**src/rtl/core/dbam_pkg.sv**
```systemverilog
// ----------------------------------------------------------------------------
// dbam_pkg
// Shared types and constants for the disk block allocation map.
// ----------------------------------------------------------------------------
package dbam_pkg;

    localparam int MAX_BLOCKS = 4096;
    localparam int GROUP_SIZE = 16;
    localparam int WORD_W     = 64;                      // marks per map word
    localparam int BLK_W      = 12;                      // block number width
    localparam int CNT_W      = 13;                      // count / size width
    localparam int GRP_W      = $clog2(GROUP_SIZE);

    // opcodes
    localparam logic [1:0] OP_ALLOC   = 2'd0;
    localparam logic [1:0] OP_FREE    = 2'd1;
    localparam logic [1:0] OP_FIND    = 2'd2;
    localparam logic [1:0] OP_BOUNDED = 2'd3;

    // status codes
    localparam logic [1:0] ST_OK    = 2'd0;
    localparam logic [1:0] ST_SAME  = 2'd1;
    localparam logic [1:0] ST_RANGE = 2'd2;
    localparam logic [1:0] ST_NONE  = 2'd3;

    // config register indexes
    localparam logic REG_DISK_BLOCKS = 1'b0;
    localparam logic REG_GROUPING    = 1'b1;

    typedef enum logic [3:0] {
        S_CLEAR,
        S_IDLE,
        S_NAMED_RD,
        S_NAMED,
        S_MOD,
        S_SCAN_START,
        S_SCAN,
        S_DONE
    } state_t;

endpackage

```
**src/rtl/core/dbam_rem.sv**
```systemverilog
// ----------------------------------------------------------------------------
// dbam_rem
// Restoring remainder unit, one quotient bit per cycle.
// ----------------------------------------------------------------------------
module dbam_rem
(
    input  logic                     clk,
    input  logic                     rst_n,
    input  logic                     start,
    input  logic [dbam_pkg::CNT_W-1:0] dividend,
    input  logic [dbam_pkg::CNT_W-1:0] divisor,
    output logic                     done,
    output logic [dbam_pkg::CNT_W-1:0] remainder
);

    localparam int W     = dbam_pkg::CNT_W;
    localparam int STEPW = $clog2(W + 1);

    logic [W-1:0]     dvd_reg;
    logic [W-1:0]     dvs_reg;
    logic [W-1:0]     rem_reg;
    logic [STEPW-1:0] cnt_reg;
    logic             busy_reg;
    logic             done_reg;
    logic [W:0]       trial;
    logic [W:0]       diff;

    assign trial = {rem_reg, dvd_reg[W-1]};
    assign diff  = trial - {1'b0, dvs_reg};

    always_ff @(posedge clk or negedge rst_n)
    begin
        if (!rst_n)
        begin
            busy_reg <= 1'b0;
            done_reg <= 1'b0;
            cnt_reg  <= '0;
        end
        else
        begin
            done_reg <= 1'b0;
            if (start)
            begin
                busy_reg <= 1'b1;
                cnt_reg  <= STEPW'(W);
            end
            else if (busy_reg)
            begin
                cnt_reg <= cnt_reg - STEPW'(1);
                if (cnt_reg == STEPW'(1))
                begin
                    busy_reg <= 1'b0;
                    done_reg <= 1'b1;
                end
            end
        end
    end

    always_ff @(posedge clk)
    begin
        if (start)
        begin
            dvd_reg <= dividend;
            dvs_reg <= divisor;
            rem_reg <= '0;
        end
        else if (busy_reg)
        begin
            dvd_reg <= {dvd_reg[W-2:0], 1'b0};
            if (trial >= {1'b0, dvs_reg})
                rem_reg <= diff[W-1:0];
            else
                rem_reg <= trial[W-1:0];
        end
    end

    assign done      = done_reg;
    assign remainder = rem_reg;

endmodule

```
**config.mk**
```make
export PLATFORM = sky130hd
export DESIGN_NAME = dbam_rem
export DESIGN_NICKNAME = d
export VERILOG_FILES = /design/src/rtl/core/dbam_pkg.sv /design/src/rtl/core/dbam_rem.sv
export SDC_FILE = /design/constraint.sdc
export NUM_CORES = 1
export LEC_CHECK = 0
export BUFFER_PORTS_ARGS = -buffer_cell sky130_fd_sc_hd__buf_4
export CAP_MARGIN = 5
export CORE_MARGIN = 2
export CORE_UTILIZATION = 51
export DETAILED_ROUTE_END_ITERATION = 7
export PLACE_DENSITY = 0.86
export SKIP_CTS_REPAIR_TIMING = 1
export SLEW_MARGIN = 20
export SYNTH_ARGS = -nofsm -noshare
export SYNTH_HDL_FRONTEND = slang
export SYNTH_SLANG_ARGS = --single-unit
```
**constraint.sdc**
```tcl
create_clock -name clk -period 2 [get_ports clk]
set_input_delay 0 -clock clk [delete_from_list [all_inputs] [get_ports clk]]
set_output_delay 0 -clock clk [all_outputs]
set_load 0.1 [all_outputs]
```
==> results of run 1 <==
## worst reg2reg max path, stage by stage (launching register included)
cell	delay, ns
edfxtp_1	0.38
inv_1	0.06
ha_2	0.19
fa_2	0.40
a31oi_2	0.22
o21a_4	0.20
o21ai_4	0.10
buf_4	0.18
a31oi_1	0.15
o21ai_0	0.11
## stage by stage
step | cells | instance area [um^2] | TNS, ns
floorplan | 257 | 2790 | -0.0498
global placement | 373 | 3200 | -0.130
detailed placement | 373 | 3200 | -0.431
CTS | 381 | 3310 | -0.788
global route | 407 | 3630 | -1.65
finish | 407 | 3630 | -0.685
## synthesized netlist by cell type, types with 4 or more instances
cell type / count / area (um^2)
inv_1: 19 / 71.3
ha_1: 15 / 188
mux2_2: 12 / 135
edfxtp_1: 26 / 781
a21oi_1: 10 / 50.1
xnor2_1: 5 / 43.8
clkbuf_8: 4 / 55.1
nor2_1: 20 / 75.1
xor2_1: 4 / 35.0
nand2_1: 17 / 63.8
dfxtp_1: 13 / 260
a311oi_1: 7 / 61.3
dfrtp_1: 6 / 150
nand3_1: 10 / 50.1
a21o_1: 5 / 37.5
o21ai_0: 14 / 70.1
nand2b_1: 6 / 37.5
nor2b_1: 4 / 25.0
nor3_1: 5 / 25.0
## kinds of logic (layout without fill, tap and decap cells)
| family | after synthesis | in the layout | share of synthesized area |
|---|---|---|---|
| AO/OA/AOI/OAI | 66 | 68 | 0.190 |
| XOR/XNOR | 9 | 9 | 0.0290 |
| adder cells (fa/ha/maj) | 16 | 16 | 0.0765 |
| buffers and inverters | 31 | 109 | 0.0682 |
| flip-flops | 45 | 45 | 0.439 |
| multiplexers | 13 | 13 | 0.0535 |
| AND/OR/NAND/NOR | 77 | 77 | 0.144 |
## layer usage
metal / global-route usage / vias up
li1: - / 1097
met1: 0.244 / 1058
met2: 0.354 / 75
met5: 0 / -
met3: 0.0412 / 8
met4: 0.0691 / 0
## power by group
part | internal, W | total (W) | switching [W] | leakage, nW
logic | 0.00115 | 0.00317 | 0.00202 | 1.05
clock network | 0.000369 | 0.000677 | 0.000308 | 0.0528
registers | 0.00123 | 0.00140 | 0.000177 | 0.446
total | 0.00275 | 0.00525 | 0.00250 | 1.55
## layout make-up
type                    count  area, um^2  area share
inverters                  19        71.3      0.0196
well taps                  70        87.6      0.0241
flip-flops and latches     45        1230       0.338
multi-input cells         183        1480       0.407
clock inverters             2        33.8     0.00929
clock buffers               6        72.6      0.0200
repair buffers             82         663       0.182
## worst max-delay path by stage
stage	from	to	slack, ns	cells after the start
floorplan	remainder[3]	remainder[10]	-0.02	8
global placement	remainder[1]	remainder[1]	-0.13	7
detailed placement	dvd_reg[12]	remainder[1]	-0.14	8
CTS	dvd_reg[12]	remainder[1]	-0.17	8
global route	dvd_reg[12]	remainder[0]	-0.18	8
finish	dvd_reg[12]	remainder[11]	-0.11	9
==> results.py, run 1 <==
metrics = {
    "global_routing": {
        "overflow": 0,
        "grt_pass1_wl_um": 9630,
        "antenna_found_initial": 0,
        "grt_pass1_vias": 2110,
        "grt_max_degree": 27,
        "track_usage": 0.201,
    },
    "logic_synthesis": {
        "synth_seq_cells": 45,
        "ys_seq_area_frac": 0.439,
        "synth_flop_cell": "edfxtp_1",
        "synth_cell_types": 55,
        "syn-num-nets": 302,
        "syn_avg_cell_area_um2": 10.6,
        "synthesis.area_um2": 2720,
        "synthCells": 257,
        "yosys_warnings": 0,
        "ys_async_sr_fraction": 0.133,
        "synth_edf_count": 26,
    },
    "floorplanning": {
        "die_y_um": 77.0,
        "start_util": 0.532,
        "core_area_um2": 5110,
        "die_area_um2": 5920,
        "pin_count": 43,
        "rows": 26,
        "die_w_um": 77.0,
    },
    "min_path": {
        "holdPathEnd": "dvd_reg[0]",
        "min_from": "dividend[0]",
        "worstHoldPathType": "in -> reg",
        "min_path_cells": 2,
    },
    "route": {
        "wl_per_cell_um": 15.8,
        "met2RoutedLength_um": 3360,
        "num_vias": 2238,
        "dr_wl_met3_um": 355,
        "wirelength_um": 6410,
        "met1Wirelength_um": 2650,
        "ant_nets": 0,
        "drc_errors": 0,
        "dr.pass1.iters": 4,
        "top_layer": "met4",
        "drt_iter0_drc": 136,
        "viasPerCell": 5.50,
    },
    "power_and_ir_drop": {
        "power.density_nw_per_um2": 1440,
        "ir_drop_mv": 0.863,
        "power.total_w": 0.00525,
        "power.leakage_nw": 1.55,
    },
    "final_layout": {
        "final_cell_mix": "buf_4, edfxtp_1, nor2_1, dlygate4sd3_1, inv_1",
        "utilization": 0.712,
        "nFillCells": 368,
        "num_antenna_cells": 0,
        "final_layout_size_suffix_gt1_frac": 0.374,
        "nNetsFinal": 381,
        "syn_to_final_growth_pct": 33.9,
        "final_common_cell": "buf_4",
    },
    "clocking": {
        "clk_pin_slew_ns": 0.09,
        "cts.sinks": 45,
        "clock_latency_ns": 0.30,
        "htreeDepth": 2,
        "cts_tree": "built",
        "root_buffer": "clkbuf_8",
        "numCtsBuffers": 5,
        "cts_max_path_buffers": 2,
    },
    "critical_path": {
        "critPathBufInv": 2,
        "path_cells": "inv_1 -> ha_2 -> fa_2 -> a31oi_2 -> o21a_4 -> o21ai_4 -> buf_4 -> a31oi_1 -> o21ai_0",
        "slowest_stage": "fa_2",
        "worst_path_dominant_cell_family": "compound AO/OA/AOI/OAI gates",
        "max_stage_delay_ns": 0.40,
        "r2r-start": "dvd_reg[12]",
        "ff2ff_setup_slack_ns": -0.11,
        "r2r_cells": 9,
        "cp-end-kind": "flop",
        "cp.required_ns": 2.18,
        "arrival_ns": 2.29,
        "cp_max_fo": 6,
        "worstSetupPathType": "reg -> reg",
        "rr_endpoint": "remainder[11]",
        "crit_path_start_kind": "flop",
    },
    "placed_design": {
        "pre_cts_slack_ns": -0.140,
        "gp_congestion": 0.865,
        "dp.final_hpwl_um": 4140,
        "io_buffer_count": 42,
    },
    "timing": {
        "period_share": 1.05,
        "rsz0062_at_grt": "yes",
        "fmax_mhz": 475,
        "worst_pin_slew_ns": 0.489,
        "whs_ns": -0.0106,
        "fin_skew_ns": 0.00708,
        "slew_violations": 0,
        "setup_viol": 12,
        "setup_ws_ns": -0.107,
        "fin_crit_ns": 2.11,
        "maxSlewHeadroom": 0.674,
        "hold_violations": 1,
    },
    "outcome": {
        "status": "finished with violations",
        "violations": "negative hold slack, negative setup slack",
    },
    "job": {
        "max-cap-violations": 0,
    },
}
No activity file was read; power rests on OpenSTA's default activity.
==> inputs of run 2 (changes only) <==
--- a/config.mk
+++ b/config.mk
@@ -7,10 +7,9 @@
 export LEC_CHECK = 0
 export BUFFER_PORTS_ARGS = -buffer_cell sky130_fd_sc_hd__buf_4
 export CAP_MARGIN = 5
-export CORE_MARGIN = 2
 export CORE_UTILIZATION = 51
 export DETAILED_ROUTE_END_ITERATION = 7
-export PLACE_DENSITY = 0.86
+export PLACE_DENSITY_LB_ADDON = 0.12
 export SKIP_CTS_REPAIR_TIMING = 1
 export SLEW_MARGIN = 20
 export SYNTH_ARGS = -nofsm -noshare
==> results.py, run 2 (synthesis gave the netlist of run 1 again) <==
metrics = {
    "power_and_ir_drop": {
        "power.total_w": 0.00532,
        "power.density_nw_per_um2": 1400,
        "power.leakage_nw": 1.60,
        "ir_drop_mv": 1.32,
    },
    "floorplanning": {
        "start_util": 0.532,
        "die_y_um": 75.0,
        "pin_count": 43,
        "die_w_um": 75.0,
        "die_area_um2": 5620,
        "core_area_um2": 5110,
        "rows": 26,
    },
    "route": {
        "viasPerCell": 5.46,
        "dr.pass1.iters": 4,
        "drt_iter0_drc": 135,
        "drc_errors": 0,
        "ant_nets": 0,
        "wirelength_um": 6320,
        "num_vias": 2295,
        "wl_per_cell_um": 15.0,
    },
    "critical_path": {
        "cp-end-kind": "flop",
        "r2r-start": "dvd_reg[12]",
        "rr_endpoint": "remainder[6]",
        "worstSetupPathType": "reg -> reg",
        "cp_max_fo": 6,
        "path_cells": "inv_1 -> ha_2 -> fa_2 -> a31oi_4 -> o21a_4 -> o21ai_4 -> buf_6 -> nand3_1 -> a311oi_1",
        "r2r_cells": 9,
        "max_stage_delay_ns": 0.39,
        "crit_path_start_kind": "flop",
        "slowest_stage": "edfxtp_1",
        "ff2ff_setup_slack_ns": -0.08,
        "arrival_ns": 2.29,
        "cp.required_ns": 2.22,
    },
    "timing": {
        "whs_ns": -0.00548,
        "slew_violations": 0,
        "setup_viol": 7,
        "maxSlewHeadroom": 0.679,
        "setup_ws_ns": -0.0776,
        "hold_violations": 1,
        "fin_skew_ns": 0.00869,
        "period_share": 1.04,
        "fmax_mhz": 481,
        "rsz0062_at_grt": "yes",
        "worst_pin_slew_ns": 0.481,
        "fin_crit_ns": 2.08,
    },
    "placed_design": {
        "dp.final_hpwl_um": 4250,
        "gp_congestion": 0.852,
        "io_buffer_count": 42,
        "pre_cts_slack_ns": -0.162,
        "dpl_cell_area_um2": 3240,
    },
    "global_routing": {
        "grt_pass1_vias": 2075,
        "grt_pass1_wl_um": 9380,
        "grt_max_degree": 29,
        "antenna_found_initial": 0,
        "track_usage": 0.229,
        "overflow": 0,
    },
    "final_layout": {
        "nNetsFinal": 394,
        "final_area_um2": 3790,
        "final_layout_size_suffix_gt1_frac": 0.391,
        "syn_to_final_growth_pct": 39.6,
        "final_cell_mix": "buf_4, edfxtp_1, dlygate4sd3_1, nor2_1, inv_1",
        "final_common_cell": "buf_4",
        "num_antenna_cells": 0,
    },
    "min_path": {
        "worstHoldPathType": "in -> reg",
        "min_from": "dividend[1]",
        "holdPathEnd": "dvd_reg[1]",
        "min_path_cells": 2,
    },
    "clocking": {
        "cts.sinks": 45,
        "clk_pin_slew_ns": 0.09,
        "clock_latency_ns": 0.31,
        "root_buffer": "clkbuf_8",
        "cts_max_path_buffers": 2,
        "numCtsBuffers": 5,
        "cts_tree": "built",
        "htreeDepth": 2,
    },
    "outcome": {
        "violations": "negative hold slack, negative setup slack",
        "status": "finished with violations",
    },
    "job": {
        "max-cap-violations": 0,
    },
}
## run 2: cell count changes in the layout (fill, tap and decap cells not counted), sizes merged
cell and delta:
buf +6, clkinvlp +1, bufinv -1, dlygate4sd3 +7, inv +1, clkbuf -1
## run 2: how the worst max path moves through the flow
stage	end	startpoint	cells past startpoint
after global routing	remainder[9]	dvs_reg[1]	8
after CTS	remainder[1]	dvd_reg[12]	8
after floorplan	remainder[10]	remainder[3]	8
after detailed placement	remainder[1]	dvd_reg[12]	8
final	remainder[6]	dvd_reg[12]	9
after global placement	remainder[7]	dvd_reg[12]	8
## run 2: layer usage
layer / GRT usage / share of wire / up-vias
li1: - / - / 1134
met1: 0.283 / 0.45 / 1095
met2: 0.390 / 0.50 / 56
met3: 0.0469 / 0.035 / 10
met4: 0.0922 / 0.016 / 0
met5: 0 / 0 / -
## run 2: area by class of cell
cell class              instances  area [um^2]
clock buffers                   5         68.8
clock inverters                 3         20.0
fillers                       377         1320
inverters                      19         71.3
multi-input cells             183         1530
flip-flops and latches         45         1230
well taps                      70         87.6
repair buffers                 95          782
## run 2: where the power goes
part | internal [W] | switching [W] | leakage [nW]
Combinational | 0.00128 | 0.00207 | 1.11
Sequential | 0.00123 | 0.000174 | 0.446
Clock | 0.000246 | 0.000336 | 0.0422
## run 2: critical path, delay by kind of cell, from the launching register on
family	cells	cell delay, ns
simple gates	1	0.07
buf+inv	2	0.22
flops	1	0.39
fa+ha+maj	2	0.48
compound gates	4	0.83
## run 2: stage by stage
step	cells	hold slack, ns	setup TNS [ns]	utilization
after floorplan	257	-0.296	-0.0498	-
after global placement	379	-0.189	-0.177	0.635
after detailed placement	379	-0.188	-0.611	0.635
after CTS	387	-0.520	-0.899	0.653
after global routing	420	0.00412	-1.60	0.742
final	420	-0.00548	-0.196	0.742
